[config.mk]
export PLATFORM = sky130hd
export DESIGN_NAME = yo_line_check_and_load_core
export DESIGN_NICKNAME = d
export VERILOG_FILES = /design/src/rtl/yolc_pkg.sv /design/src/rtl/yolc_front.sv /design/src/rtl/yolc_queue.sv /design/src/rtl/yolc_back.sv /design/src/rtl/yo_line_check_and_load_core.sv
export SDC_FILE = /design/constraint.sdc
export NUM_CORES = 1
export LEC_CHECK = 0
export ABC_CLOCK_PERIOD_IN_PS = 17700
export BUFFER_PORTS_ARGS = -buffer_cell sky130_fd_sc_hd__buf_2
export CAP_MARGIN = 20
export CORE_ASPECT_RATIO = 1.4
export CORE_UTILIZATION = 65
export CTS_CLUSTER_DIAMETER = 150
export CTS_CLUSTER_SIZE = 24
export DETAILED_ROUTE_END_ITERATION = 10
export GPL_TIMING_DRIVEN = 0
export PLACE_DENSITY_LB_ADDON = 0.3
export SKIP_CTS_REPAIR_TIMING = 1
export SLEW_MARGIN = 25
export SYNTH_ARGS = -nofsm -noshare
export SYNTH_HDL_FRONTEND = slang
export SYNTH_SLANG_ARGS = --single-unit
[constraint.sdc]
create_clock -name clk -period 17.7 [get_ports clk]
set_input_delay 0 -clock clk [delete_from_list [all_inputs] [get_ports clk]]
set_output_delay 0 -clock clk [all_outputs]
set_load 0.005 [all_outputs]
[src/rtl/yolc_pkg.sv]
// Shared types, constants and helper functions for the object-file line checker.
// Depends on nothing; every other file of the block imports it.
package yolc_pkg;

  // Layout of a line and limits of the target memory.
  localparam int MEM_SIZE    = 4096;
  localparam int BAR_COLUMN  = 28;
  localparam int DATA_COLUMN = 7;
  localparam int MAX_BYTES   = 10;

  // Widths of the per-line state.
  localparam int COL_W   = 6;
  localparam int ADDR_W  = 12;
  localparam int NFA_W   = 13;
  localparam int DIGIT_W = 5;
  localparam int NB_W    = 4;
  localparam int LINE_W  = 16;

  localparam logic [COL_W-1:0]   COL_MAX    = {COL_W{1'b1}};
  localparam logic [COL_W-1:0]   COL_BAR    = COL_W'(BAR_COLUMN);
  localparam logic [COL_W-1:0]   COL_DATA   = COL_W'(DATA_COLUMN);
  localparam logic [LINE_W-1:0]  LINE_MAX   = {LINE_W{1'b1}};
  localparam logic [NFA_W-1:0]   MEM_LIMIT  = NFA_W'(MEM_SIZE);
  localparam logic [DIGIT_W-1:0] DIGIT_MAX  = DIGIT_W'(2 * MAX_BYTES);

  // Characters that the fixed columns expect.
  localparam logic [7:0] CH_SPACE = 8'h20;
  localparam logic [7:0] CH_ZERO  = 8'h30;
  localparam logic [7:0] CH_X     = 8'h78;
  localparam logic [7:0] CH_COLON = 8'h3A;
  localparam logic [7:0] CH_BAR   = 8'h7C;

  // Result kinds.
  typedef enum logic [1:0] {
    KIND_WRITE  = 2'd0,
    KIND_ACCEPT = 2'd1,
    KIND_REJECT = 2'd2
  } kind_t;

  // One finished line, handed from the front part to the back part.
  typedef struct packed {
    logic                            ok;
    logic [NB_W-1:0]                 nbytes;
    logic [ADDR_W-1:0]               addr;
    logic [LINE_W-1:0]               line;
    logic [MAX_BYTES-1:0][7:0]       bytes;
  } job_t;

  // Head of the line queue as the back part sees it.
  typedef struct packed {
    logic valid;
    job_t job;
  } head_t;

  typedef struct packed {
    logic       valid;
    logic [3:0] value;
  } hex_t;

  // Decodes one ASCII hex digit in either case.
  function automatic hex_t hex_digit(input logic [7:0] c);
    hex_t h;
    h.valid = 1'b1;
    h.value = 4'h0;
    if (c >= 8'h30 && c <= 8'h39) begin
      h.value = 4'(c - 8'h30);
    end else if (c >= 8'h61 && c <= 8'h66) begin
      h.value = 4'(c - 8'h57);
    end else if (c >= 8'h41 && c <= 8'h46) begin
      h.value = 4'(c - 8'h37);
    end else begin
      h.valid = 1'b0;
    end
    return h;
  endfunction

endpackage

[src/rtl/yolc_front.sv]
// Front part: accepts characters, checks each column and buffers data bytes.
// At line end it classifies the line and hands a job to the queue. Uses yolc_pkg.
module yolc_front
  import yolc_pkg::*;
(
  input  logic       clk,
  input  logic       rst,
  input  logic       accept,
  input  logic [7:0] char_code,
  input  logic       line_end,
  output logic       push,
  output job_t       push_job
);

  logic [COL_W-1:0]   column;
  logic [LINE_W-1:0]  line_count;
  logic [ADDR_W-1:0]  line_address;
  logic [NFA_W-1:0]   next_free_address;
  logic [DIGIT_W-1:0] digit_count;
  logic               data_ended;
  logic               blank_line_mode;
  logic               line_bad;
  logic               halted;
  logic [MAX_BYTES-1:0][7:0] byte_buffer;

  logic [ADDR_W-1:0]  line_address_next;
  logic [DIGIT_W-1:0] digit_count_next;
  logic               data_ended_next;
  logic               blank_line_mode_next;
  logic               line_bad_next;
  logic               buf_we;
  hex_t               hex;
  logic [NB_W-1:0]    slot;
  logic [NB_W-1:0]    nbytes;
  logic [NFA_W-1:0]   line_top;
  logic               ok;
  logic               step;

  assign hex  = hex_digit(char_code);
  assign slot = digit_count[DIGIT_W-1:1];
  assign step = accept && !halted;

  // Column check of the current character.
  always_comb begin
    line_address_next    = line_address;
    digit_count_next     = digit_count;
    data_ended_next      = data_ended;
    blank_line_mode_next = blank_line_mode;
    line_bad_next        = line_bad;
    buf_we               = 1'b0;
    priority if (column > COL_BAR) begin
      // Characters past the bar are not checked.
    end else if (column == COL_BAR) begin
      if (char_code != CH_BAR) line_bad_next = 1'b1;
    end else if (column == '0) begin
      if (char_code == CH_SPACE) blank_line_mode_next = 1'b1;
      else if (char_code != CH_ZERO) line_bad_next = 1'b1;
    end else if (blank_line_mode) begin
      if (char_code != CH_SPACE) line_bad_next = 1'b1;
    end else if (column == COL_W'(1)) begin
      if (char_code != CH_X) line_bad_next = 1'b1;
    end else if (column <= COL_W'(4)) begin
      if (!hex.valid) line_bad_next = 1'b1;
      else line_address_next = {line_address[ADDR_W-5:0], hex.value};
    end else if (column == COL_W'(5)) begin
      if (char_code != CH_COLON) line_bad_next = 1'b1;
    end else if (column < COL_DATA) begin
      if (char_code != CH_SPACE) line_bad_next = 1'b1;
    end else if (data_ended) begin
      if (char_code != CH_SPACE) line_bad_next = 1'b1;
    end else if (char_code == CH_SPACE) begin
      data_ended_next = 1'b1;
    end else if (!hex.valid || digit_count >= DIGIT_MAX) begin
      line_bad_next = 1'b1;
    end else begin
      buf_we           = 1'b1;
      digit_count_next = digit_count + DIGIT_W'(1);
    end
  end

  // Verdict on the line, taken when its last character arrives.
  assign nbytes   = digit_count[DIGIT_W-1:1];
  assign line_top = {1'b0, line_address} + NFA_W'(nbytes);
  assign ok = !line_bad_next && (column >= COL_BAR) &&
              (blank_line_mode_next ||
               (!digit_count[0] && ({1'b0, line_address} >= next_free_address) &&
                (line_top <= MEM_LIMIT)));

  assign push            = step && line_end;
  assign push_job.ok     = ok;
  assign push_job.nbytes = (ok && !blank_line_mode_next) ? nbytes : '0;
  assign push_job.addr   = line_address;
  assign push_job.line   = line_count;
  assign push_job.bytes  = byte_buffer;

  // Per-line and per-file state.
  always_ff @(posedge clk) begin
    if (rst) begin
      column            <= '0;
      line_count        <= LINE_W'(1);
      line_address      <= '0;
      next_free_address <= '0;
      digit_count       <= '0;
      data_ended        <= 1'b0;
      blank_line_mode   <= 1'b0;
      line_bad          <= 1'b0;
      halted            <= 1'b0;
    end else if (step) begin
      if (!line_end) begin
        if (column != COL_MAX) column <= column + COL_W'(1);
        line_address    <= line_address_next;
        digit_count     <= digit_count_next;
        data_ended      <= data_ended_next;
        blank_line_mode <= blank_line_mode_next;
        line_bad        <= line_bad_next;
      end else begin
        column          <= '0;
        line_address    <= '0;
        digit_count     <= '0;
        data_ended      <= 1'b0;
        blank_line_mode <= 1'b0;
        line_bad        <= 1'b0;
        if (ok) begin
          if (line_count != LINE_MAX) line_count <= line_count + LINE_W'(1);
          if (!blank_line_mode_next && nbytes != '0) next_free_address <= line_top;
        end else begin
          halted <= 1'b1;
        end
      end
    end
  end

  // Byte buffer: high nibble on an even digit, low nibble on an odd one.
  always_ff @(posedge clk) begin
    if (step && buf_we) begin
      if (!digit_count[0]) byte_buffer[slot] <= {hex.value, 4'h0};
      else byte_buffer[slot][3:0] <= hex.value;
    end
  end

endmodule

[src/rtl/yolc_queue.sv]
// Two-entry queue of finished lines between the front and the back part.
// Uses job_t and head_t from yolc_pkg.
module yolc_queue
  import yolc_pkg::*;
(
  input  logic  clk,
  input  logic  rst,
  input  logic  push,
  input  job_t  push_job,
  input  logic  pop,
  output head_t head,
  output logic  full
);

  job_t       entries [2];
  logic       wr_ptr;
  logic       rd_ptr;
  logic [1:0] count;

  assign full       = (count == 2'd2);
  assign head.valid = (count != 2'd0);
  assign head.job   = entries[rd_ptr];

  // Pointers and fill count.
  always_ff @(posedge clk) begin
    if (rst) begin
      wr_ptr <= 1'b0;
      rd_ptr <= 1'b0;
      count  <= 2'd0;
    end else begin
      if (push) wr_ptr <= !wr_ptr;
      if (pop) rd_ptr <= !rd_ptr;
      if (push && !pop) count <= count + 2'd1;
      else if (pop && !push) count <= count - 2'd1;
    end
  end

  // Entry storage.
  always_ff @(posedge clk) begin
    if (push) entries[wr_ptr] <= push_job;
  end

endmodule

[src/rtl/yolc_back.sv]
// Back part: turns each queued line into its byte writes and closing status.
// Drives the registered result channel. Uses yolc_pkg.
module yolc_back
  import yolc_pkg::*;
(
  input  logic               clk,
  input  logic               rst,
  input  head_t              head,
  output logic               pop,
  input  logic               result_stall,
  output logic               result_valid,
  output logic [1:0]         kind,
  output logic [ADDR_W-1:0]  write_address,
  output logic [7:0]         write_byte,
  output logic [LINE_W-1:0]  line_number,
  output logic               last_of_run
);

  logic [NB_W-1:0] index;
  logic            load;
  logic            is_write;

  assign load     = head.valid && (!result_valid || !result_stall);
  assign is_write = (index < head.job.nbytes);
  assign pop      = load && !is_write;

  // Byte counter within the current line.
  always_ff @(posedge clk) begin
    if (rst) begin
      index        <= '0;
      result_valid <= 1'b0;
    end else begin
      if (load) begin
        index <= is_write ? index + NB_W'(1) : '0;
      end
      if (load) result_valid <= 1'b1;
      else if (!result_stall) result_valid <= 1'b0;
    end
  end

  // Output register.
  always_ff @(posedge clk) begin
    if (load) begin
      line_number <= head.job.line;
      if (is_write) begin
        kind          <= KIND_WRITE;
        write_address <= head.job.addr + ADDR_W'(index);
        write_byte    <= head.job.bytes[index];
        last_of_run   <= 1'b0;
      end else begin
        kind          <= head.job.ok ? KIND_ACCEPT : KIND_REJECT;
        write_address <= '0;
        write_byte    <= '0;
        last_of_run   <= 1'b1;
      end
    end
  end

endmodule

[src/rtl/yo_line_check_and_load_core.sv]
// Top level of the object-file line checker and loader.
// Instantiates yolc_front, yolc_queue and yolc_back; uses yolc_pkg.
//
// Usage:
//   The character channel (char_valid, char_stall, char_code, line_end) takes
//   one text character per cycle; line_end marks the last character of a line.
//   Each line is checked column by column as it arrives. When its last
//   character is taken, the line goes into a two-entry queue, and the result
//   channel (result_valid, result_stall and the payload) then gives one item
//   per cycle: the line's byte writes in rising address order, then one status
//   item with last_of_run set.
//   Throughput is one character per cycle while char_stall is low. A line
//   enters the queue when its last character is taken; its first result then
//   passes through the output register of the back part. A line with n bytes
//   gives n + 1 result items. The limit is the single output register of the
//   back part, one item per cycle while result_stall is low.
//   char_stall rises only while both queue entries hold lines not yet fully
//   sent, so a receiver that stalls for long enough stops the input too.
//   After a rejected line all further characters are taken and dropped.
//   A synchronous reset clears the line state, sets the line number to one and
//   empties the queue; no result is pending after it.
module yo_line_check_and_load_core
  import yolc_pkg::*;
(
  input  logic               clk,
  input  logic               rst,
  input  logic               char_valid,
  output logic               char_stall,
  input  logic [7:0]         char_code,
  input  logic               line_end,
  output logic               result_valid,
  input  logic               result_stall,
  output logic [1:0]         kind,
  output logic [ADDR_W-1:0]  write_address,
  output logic [7:0]         write_byte,
  output logic [LINE_W-1:0]  line_number,
  output logic               last_of_run
);

  logic  push;
  job_t  push_job;
  logic  pop;
  logic  full;
  head_t head;

  assign char_stall = full;

  // Checking front part.
  yolc_front u_front (
    .clk       (clk),
    .rst       (rst),
    .accept    (char_valid && !char_stall),
    .char_code (char_code),
    .line_end  (line_end),
    .push      (push),
    .push_job  (push_job)
  );

  // Queue of finished lines.
  yolc_queue u_queue (
    .clk      (clk),
    .rst      (rst),
    .push     (push),
    .push_job (push_job),
    .pop      (pop),
    .head     (head),
    .full     (full)
  );

  // Result sequencing back part.
  yolc_back u_back (
    .clk           (clk),
    .rst           (rst),
    .head          (head),
    .pop           (pop),
    .result_stall  (result_stall),
    .result_valid  (result_valid),
    .kind          (kind),
    .write_address (write_address),
    .write_byte    (write_byte),
    .line_number   (line_number),
    .last_of_run   (last_of_run)
  );

endmodule

Word-level counts from Yosys, hierarchy flattened
Memory sizes are Yosys's and may differ from the RTL's. A register that Yosys moved wholly into a read port is not among the register bits.
Cells that the tools add are included.
{"block": "op_classes", "n_bitwise": 1, "order_cmp": 17, "reduce_logical": 48, "n_eq_ne": 24, "add_sub_neg": 11, "n_mux": 95}
{"op": "$bwmux W80", "n": 2}
{"op": "$mux W12", "n": 8}
{"op": "$mux W80", "n": 1}
{"op": "$demux W8 S4", "n": 2}
{"op": "$mux W5", "n": 12}
{"op": "$mux W1", "n": 56}
{"op": "$bmux W8 S4", "n": 1}
{"op": "$mux W4", "n": 6}
{"op": "$ne A8 B6 Y1 const B", "n": 3}
{"op": "$ne A2 B2 Y1 const B", "n": 11}
{"op": "$logic_and A1 B1 Y1", "n": 18}
{"op": "$add A16 B1 Y16 const B", "n": 1}
{"op": "$ge A8 B7 Y1 const B", "n": 2}
{"op": "$le A8 B7 Y1 const B", "n": 2}
{"op": "$mux W8", "n": 2}
{"op": "$ne A16 B16 Y1 const B", "n": 1}
{"op": "$ne A8 B7 Y1 const B", "n": 2}
{"op": "$add A12 B4 Y13", "n": 1}
{"op": "$ge A12 B13 Y1", "n": 1}
{"op": "$le A13 B13 Y1 const B", "n": 1}
{"op": "$logic_not A1 Y1", "n": 13}
{"op": "$add A12 B4 Y12", "n": 1}
{"op": "$mux W6", "n": 2}
{"op": "$reduce_and A12 Y1", "n": 1}
{"op": "other kinds (35)", "n": 46}
{"block": "word_totals", "mem_bits_rw": 226, "inputBits": 13, "n_memories": 1, "output_inout_bits": 41, "register_bits": 184}
{"name": "u_queue.entries", "depth": 2, "word_bits": 113, "rd": 1, "rd_ports_with_merged_regs": 1, "wr": 1, "line_no": "yolc_queue.sv:15", "text": "job_t entries [2];"}

Longest topological paths before layout
Gate-level depths: netlist (run 1).
{"block": "logic_depth", "ltp_word": 23, "ltp_mapped": 19, "ltp_nobuf": 12}

Modules after synthesis
Synthesis (run 1) repeated with hierarchy kept, for this count alone.
{"block": "hier_totals", "hier_cells": 1237, "area_unflattened_um2": 17774.5}
{"mod": "yolc_queue", "area_each_um2": 8654.6, "cells_per_inst": 374, "instances": 1}
{"mod": "yolc_front", "area_each_um2": 6431.2, "cells_per_inst": 640, "instances": 1}
{"mod": "yolc_back", "area_each_um2": 2675.1, "cells_per_inst": 222, "instances": 1}
{"mod": "yo_line_check_and_load_core", "area_each_um2": 13.8, "cells_per_inst": 1, "instances": 1}

Worst setup path after synthesis (run 1)
Ideal clock, no wire load.
{"block": "synth_path", "path_type": "flip-flop to flip-flop", "startpoint": "register u_queue.count[0]", "endpoint": "memory u_queue.entries[0][0] (netlist name) (enable)", "required_time_ps": 17113, "stages_incl_launch_ff": 5, "setup_time_ps": 587, "slack_ps": 11335, "t_arrival_ps": 5779, "cell_sequence": "dfxtp_1 nor2b_1 nor3b_1 nand2_1 nor2_1"}
{"block": "synth_between", "elab_chain_cells": 7}
{"element": "start: declaration", "line_no": "yolc_queue.sv:18", "text": "logic [1:0] count;"}
{"element": "start signal: assignment", "line_no": "yolc_queue.sv:33", "text": "if (push && !pop) count <= count + 2'd1;"}
{"element": "start signal: assignment", "line_no": "yolc_queue.sv:34", "text": "else if (pop && !push) count <= count - 2'd1;"}
{"element": "$eq A2 B2 Y1", "line_no": "yolc_queue.sv:20", "text": "assign full = (count == 2'd2);"}
{"element": "net char_stall", "line_no": "yo_line_check_and_load_core.sv:28", "text": "output logic char_stall,"}
{"element": "$logic_not A1 Y1", "line_no": "yo_line_check_and_load_core.sv:52", "text": ".accept (char_valid && !char_stall),"}
{"element": "$logic_and A1 B1 Y1", "line_no": "yo_line_check_and_load_core.sv:52"}
{"element": "$logic_and A1 B1 Y1", "line_no": "yolc_front.sv:41", "text": "assign step = accept && !halted;"}
{"element": "$logic_and A1 B1 Y1", "line_no": "yolc_front.sv:89", "text": "assign push = step && line_end;"}
{"element": "$mux W1", "line_no": "yolc_queue.sv:40", "text": "if (push) entries[wr_ptr] <= push_job;"}
{"element": "$mux W1 (implied by the code)", "line_no": "yolc_queue.sv:40"}
{"element": "end: declaration", "line_no": "yolc_queue.sv:15"}
The timed path passes the listed nets, and every way through them passes these cells.

==> results_dict.tcl, run 1 <==
set metrics [dict create \
    drt-wirelength-per-cell_um 21.43 \
    numCtsBuffers 21 \
    rr_endpoint "u_queue.count[1]$_SDFFE_PP0P_" \
    hold_slack_ns -0.02910 \
    required_ns 18.16 \
    antenna_found_initial 0 \
    synth_area_leaders "edfxtp_1 (60%), dfxtp_1 (7.7%), mux4_2 (6.3%)" \
    synth_top_area_cell "edfxtp_1" \
    ff2ff_path_depth 18 \
    dp.cells 1575 \
    min_period_ns 5.427 \
    yosysSeqAreaShare_pct 67.79 \
    cts_tree "built" \
    tightest_slew_ns 0.9384 \
    yosysTopAreaCellShare_pct 60.12 \
    clock_skew_ns 0.02810 \
    synth_fp_nets 1240 \
    synth.distinct_cells 70 \
    place_area_um2 18110 \
    fin_crit_sh_pct 30.66 \
    hold_depth 5 \
    cp_max_fo 10 \
    syn_area_um2 17230 \
    synth_xor_area_share_pct 1.423 \
    fin_setup_tns_ns 0 \
    die_w_um 139.6 \
    grt_overflow 0 \
    initial_utilization_pct 66.02 \
    dp_hpwl_mm 24.61 \
    ys_warn_count 0 \
    final_common_cell "edfxtp_1" \
    syn_inst 1191 \
    rows 70 \
    clk_latency_ns 0.54 \
    clockRootBuffer "clkbuf_16" \
    cts.path.max_buffers 3 \
    cap_violations 0 \
    rsz0062_at_grt "false" \
    dr.first_iter.drc_count 738 \
    viasPerCell 6.160 \
    dieArea_um2 27170 \
    syn_avg_cell_area_um2 14.47 \
    grt_pass1_vias 9942 \
    finalHoldViolCount 2 \
    final_cell_mix "edfxtp_1 (345), nor2_1 (176), dfxtp_1 (66)" \
    design_area_um2 18770 \
    critical_path_class "reg -> reg" \
    hold_end "u_front.data_ended$_SDFFE_PP0P_" \
    h-tree-depth 1 \
    setup_viol 0 \
    clk_pin_slew_ns 0.09 \
    hp-class "in -> reg" \
    relSlewSlack_pct 36.96 \
    critPathCaptureType "flop" \
    ff2ff_setup_slack_ns 12.27 \
    synth-adder-area-share_pct 2.701 \
    drive_gt1_share_pct 14.54 \
    synth_mux_area_share_pct 9.439 \
    final_util_pct 71.90 \
    timing.fmax_mhz 184.3 \
    grt_start_max_net_pins 53 \
    synthSimpleGateAreaFrac_pct 11.20 \
    vias 9961 \
    synth_compound_area_share_pct 5.119 \
    wirelength_mm 34.65 \
    die_y_um 194.7 \
    ys_ff_latch 411 \
    cp.arrival_ns 5.89 \
    power_density_nw_per_um2 96.72 \
    ir_worst_vdd_uv 104.7 \
    violations "hold timing" \
    finalMaxSlewViolations 0 \
    fillers 1642 \
    p_leak_nw 6.140 \
    min_from "char_code[7]" \
    finalNetCount 1327 \
    synth_top_family_by_area "simple AND/OR/NAND/NOR gates" \
    synth_edf_count 345 \
    grt_pass1_wl_mm 53.56 \
    ant_nets 0 \
    critPathLaunchType "flop" \
    portBuffers 52 \
    synthFlopType "edfxtp_1" \
    place_congestion 0.9221 \
    first_pass_iters 7 \
    grt_usage_pct 26.18 \
    cts_sinks 411 \
    num_io_pins 54 \
    synthArstFlopShare_pct 0 \
    core_um2 26100 \
    area_growth_pct 8.909 \
    drc_errors 0 \
    status "complete, but fails checks" \
    antenna_cells 0 \
    final_cells 1617 \
]
-- power breakdown --
| group | switching, W | internal [W] | total [W] |
|---|---|---|---|
| logic | 0.000112 | 0.0000805 | 0.000193 |
| clock network | 0.000286 | 0.000230 | 0.000516 |
| registers | 0.0000139 | 0.00109 | 0.00111 |
-- cell usage after synthesis, types with 13 or more instances --
| library cell | count |
|---|---|
| o31ai_1 | 13 |
| xor2_1 | 16 |
| clkbuf_1 | 42 |
| o21ai_0 | 15 |
| dfxtp_1 | 66 |
| ha_1 | 34 |
| edfxtp_1 | 345 |
| nand2_1 | 57 |
| mux2_2 | 24 |
| inv_1 | 36 |
| mux2i_1 | 14 |
| nand4_1 | 14 |
| a22oi_1 | 14 |
| nor2b_1 | 23 |
| nor3_1 | 17 |
| nand3_1 | 21 |
| a21oi_1 | 35 |
| mux4_2 | 48 |
| nand2b_1 | 14 |
| nor2_1 | 177 |
-- critical path: stages (launching register included) --
cell and delay (ns):
dfxtp_1 0.33, clkbuf_1 0.19, buf_2 0.38, buf_2 0.40, buf_2 0.40, buf_2 0.34
buf_2 0.36, mux2i_1 0.24, ha_1 0.25, o21a_1 0.10, o21a_1 0.17, o21ai_0 0.16
nor2b_1 0.49, inv_1 0.20, clkbuf_1 0.28, nand2_1 0.24, ha_1 0.29, or3_1 0.37
a21oi_1 0.15
-- registers in the layout, summed over array words and instances, names as in the netlist, named ones only --
register / flops
u_back.last_of_run: 1
u_back.result_valid: 1
u_front.line_count: 16
u_front.digit_count: 5
u_front.data_ended: 1
u_front.halted: 1
u_back.write_byte: 8
u_front.line_bad: 1
u_front.line_address: 12
u_front.next_free_address: 13
u_front.column: 6
u_queue.wr_ptr: 1
u_back.kind: 2
u_front.blank_line_mode: 1
u_back.write_address: 12
u_back.line_number: 16
u_front.push_job: 80
u_queue.entries: 226
u_back.index: 4
u_queue.rd_ptr: 1
u_queue.count: 2
-- layer usage --
metal	global-route usage (%)	wire [µm]	vias up	share of wire, %
met5	0	0	-	0
met4	11.80	1427	0	4.1
met3	2.291	1488	82	4.3
met2	50.62	19320	313	56
met1	28.90	12410	4941	36
li1	-	-	4625	-
-- final cells by class --
type / count / area, µm² / share of cell area (%)
Sequential cell: 411 / 11680 / 62.24
Multi-Input combinational cell: 683 / 5162 / 27.51
Clock buffer: 36 / 581.8 / 3.100
Timing Repair Buffer: 64 / 495.5 / 2.640
Tap cell: 324 / 405.4 / 2.160
Buffer: 60 / 262.8 / 1.400
Inverter: 37 / 138.9 / 0.7401
Clock inverter: 2 / 38.79 / 0.2067
-- worst max-delay path by stage --
stage / startpoint / endpoint
finish: flop / u_queue.count[1]$_SDFFE_PP0P_
floorplan: u_queue.count[0]$_SDFFE_PP0P_ / u_queue.entries[0][0]$_DFFE_PP_
global placement: u_queue.count[0]$_SDFFE_PP0P_ / u_queue.entries[0][78]$_DFFE_PP_
global route: flop / u_queue.count[1]$_SDFFE_PP0P_
detailed placement: flop / u_queue.count[1]$_SDFFE_PP0P_
CTS: flop / u_queue.count[1]$_SDFFE_PP0P_
-- cell families after synthesis --
kind of cell	after synthesis
AOI/OAI and AO/OA	127
and+or+nand+nor	394
DFF	411
adders and majority gates	36
muxes	98
buffers and inverters	97
xor gates and xnor gates	28
-- stage by stage --
stage               setup slack, ns  hold WS [ns]  power (W)
global route                  11.89       0.02516   0.001873
detailed placement            12.24        0.3498   0.001322
CTS                           12.23       -0.2058   0.001825
finish                        12.27      -0.02910   0.001815
global placement              8.205        0.3480   0.001312
floorplan                     11.33        0.1615   0.001244
No activity file was read; power rests on OpenSTA's default activity.
==> run 2, diff against run 1 <==
Settings changed: ABC_AREA from default to 1, ABC_CLOCK_PERIOD_IN_PS 17700 to 5450, CORE_UTILIZATION 65 to 62.
Clock period 17.7 ns to 5.45 ns, I/O delays scaled along.
==> results_dict.tcl, run 2 <==
set metrics [dict create \
    synthArstFlopShare_pct 0 \
    clockRootBuffer "clkbuf_16" \
    finalNetCount 1760 \
    grt.busiest_layer "met2" \
    power_density_nw_per_um2 328.2 \
    timing.fmax_mhz 195.7 \
    tightest_slew_ns 1.053 \
    ys_warn_count 0 \
    critical_path_class "reg -> reg" \
    rows 72 \
    drive_gt1_share_pct 7.077 \
    power_w 0.006301 \
    finalHoldViolCount 0 \
    relSlewSlack_pct 29.08 \
    path_cells "clkbuf_1 -> buf_2 -> clkbuf_1 -> buf_1 -> buf_1 -> mux2i_1 -> ha_1 -> a21oi_1 -> nand3b_1 -> o211ai_1 -> clkbuf_1 -> clkbuf_1 -> nor2_1" \
    critPathLaunchType "flop" \
    grt_pass1_vias 12140 \
    largest_register "u_queue.entries" \
    syn_area_um2 17550 \
    p_leak_nw 6.769 \
    antenna_cells 0 \
    grt_start_max_net_pins 29 \
    grt_usage_pct 29.67 \
    numCtsBuffers 21 \
    critPathCaptureType "flop" \
    dr.first_iter.drc_count 1131 \
    initial_utilization_pct 63.26 \
    synth_top_area_cell "edfxtp_1" \
    num_io_pins 54 \
    synth.distinct_cells 48 \
    h-tree-depth 1 \
    yosysSeqAreaShare_pct 66.55 \
    rsz0062_at_grt "false" \
    grt_util_met3_pct 2.982 \
    clk_latency_ns 0.54 \
    hp-class "in -> reg" \
    drt-wirelength-per-cell_um 19.88 \
    final_cell_mix "edfxtp_1 (345), nor2_1 (276), nand2_1 (263)" \
    portBuffers 53 \
    setup_viol 0 \
    cpPeakStageDelay_ns 0.61 \
    clock_skew_ns 0.02092 \
    dieArea_um2 29000 \
    largest_reg_flops 226 \
    hold_slack_ns 0.003192 \
    dp_hpwl_mm 30.62 \
    cts.path.max_buffers 3 \
    area_growth_pct 9.381 \
    cp_slowest_cell "buf_1" \
    syn_avg_cell_area_um2 10.83 \
    die_y_um 201.1 \
    synth_most_common_cell "edfxtp_1" \
    die_w_um 144.2 \
    final_common_cell "edfxtp_1" \
    cp.arrival_ns 5.35 \
    grt_overflow 0 \
    cts_sinks 411 \
    viasPerCell 5.808 \
    clk_pin_slew_ns 0.10 \
    syn_inst 1621 \
    crit_buf_inv 7 \
    ys_ff_latch 411 \
    required_ns 5.69 \
    synth_edf_count 345 \
    min_period_ns 5.109 \
    drc_errors 0 \
    antenna_found_initial 0 \
    grt_pass1_wl_mm 64.61 \
    wirelength_mm 41.63 \
    grt_util_met2_pct 54.07 \
    synth_common_cells "edfxtp_1 (345), nor2_1 (278), nand2_1 (263)" \
    synth_area_leaders "edfxtp_1 (59%), dfxtp_1 (7.5%), nor2_1 (5.9%)" \
    vias 12160 \
    grtUsageMet1_pct 33.99 \
    critical_path.top_delay_family "buffers and inverters" \
    cp_common_cell "clkbuf_1" \
    synth_fp_nets 1670 \
    cts_tree "built" \
    fin_crit_sh_pct 93.74 \
    cp_max_fo 10 \
    first_pass_iters 5 \
    cap_violations 0 \
    ant_nets 0 \
    ir_worst_vdd_uv 225.5 \
    place_congestion 0.9420 \
    yosysTopAreaCellShare_pct 59.02 \
    synthFlopType "edfxtp_1" \
    status "complete, no violations" \
    core_um2 27750 \
    finalMaxSlewViolations 0 \
]
[run 2: changes by cell type after synthesis, moves of 20 or more]
cell | before | now
nand3_1 | 21 | 49
nand4_1 | 14 | 38
mux2_2 | 24 | 0
inv_1 | 36 | 121
mux4_2 | 48 | 0
nor2_1 | 177 | 278
a21oi_1 | 35 | 68
o21ai_0 | 15 | 110
nand2_1 | 57 | 263
nor3_1 | 17 | 37
nor2b_1 | 23 | 0
o22ai_1 | 0 | 39
[run 2: cell type report]
class / count / area (µm²)
repair buffers: 67 / 560.5
well taps: 370 / 462.9
multi-input cells: 1013 / 5116
flip-flops and latches: 411 / 11680
plain buffers: 68 / 285.3
clock inverters: 1 / 30.03
inverters: 129 / 484.2
fillers: 2073 / 8548
clock buffers: 35 / 578.1
[run 2: path summary, 6_finish.rpt]
path | startpoint | end | slack (ns) | cells past startpoint
hold reg to reg | u_front.push_job[40]$_DFFE_PP_ | u_queue.entries[0][40]$_DFFE_PP_ | 0.45 | 0
hold / removal | char_code[2] | u_front.line_address[2]$_SDFFE_PP0P_ | 0.003 | 5
setup / recovery | flop | u_back.write_address[1]$_SDFFCE_PN0P_ | 0.34 | 13
setup reg to reg | flop | u_back.write_address[1]$_SDFFCE_PN0P_ | 0.34 | 13
[run 2: kinds of logic after synthesis]
family                     after synthesis  synth area share, %
DFF                                    411                66.55
and+or+nand+nor                        697                16.92
adders and majority gates               36                2.652
xor gates and xnor gates                25                1.248
AOI/OAI and AO/OA                      247                7.792
muxes                                    8               0.4562
buffers and inverters                  197                4.384
[run 2: report_power, final]
| part | internal [W] | total, W | switching (W) |
|---|---|---|---|
| registers | 0.00358 | 0.00366 | 0.0000800 |
| logic | 0.000298 | 0.000956 | 0.000658 |
| clock network | 0.000741 | 0.00168 | 0.000941 |
[run 2: worst min-delay path, stage by stage]
cell and delay (ns):
buf_2 0.15, a21oi_1 0.12, nor2_1 0.08, nand3b_1 0.09, a21oi_1 0.06
[run 2: routing by layer]
layer,share of wire [%],routed length (µm)
met5,0,0
met4,5.3,2207
met3,5.9,2451
met2,53,22020
met1,36,14950
[run 2: per-stage QoR]
stage	util (%)	setup TNS [ns]	area [µm²]	worst slack (ns)	std cells
floorplan	-	-200.84	17550	-0.8887	1621
global placement	65.88	-866.27	18280	-3.856	2044
detailed placement	66.89	0	18560	0.4760	2055
CTS	69.08	0	19170	0.4200	2091
global route	69.19	0	19200	0.1378	2094
finish	69.19	0	19200	0.3409	2094
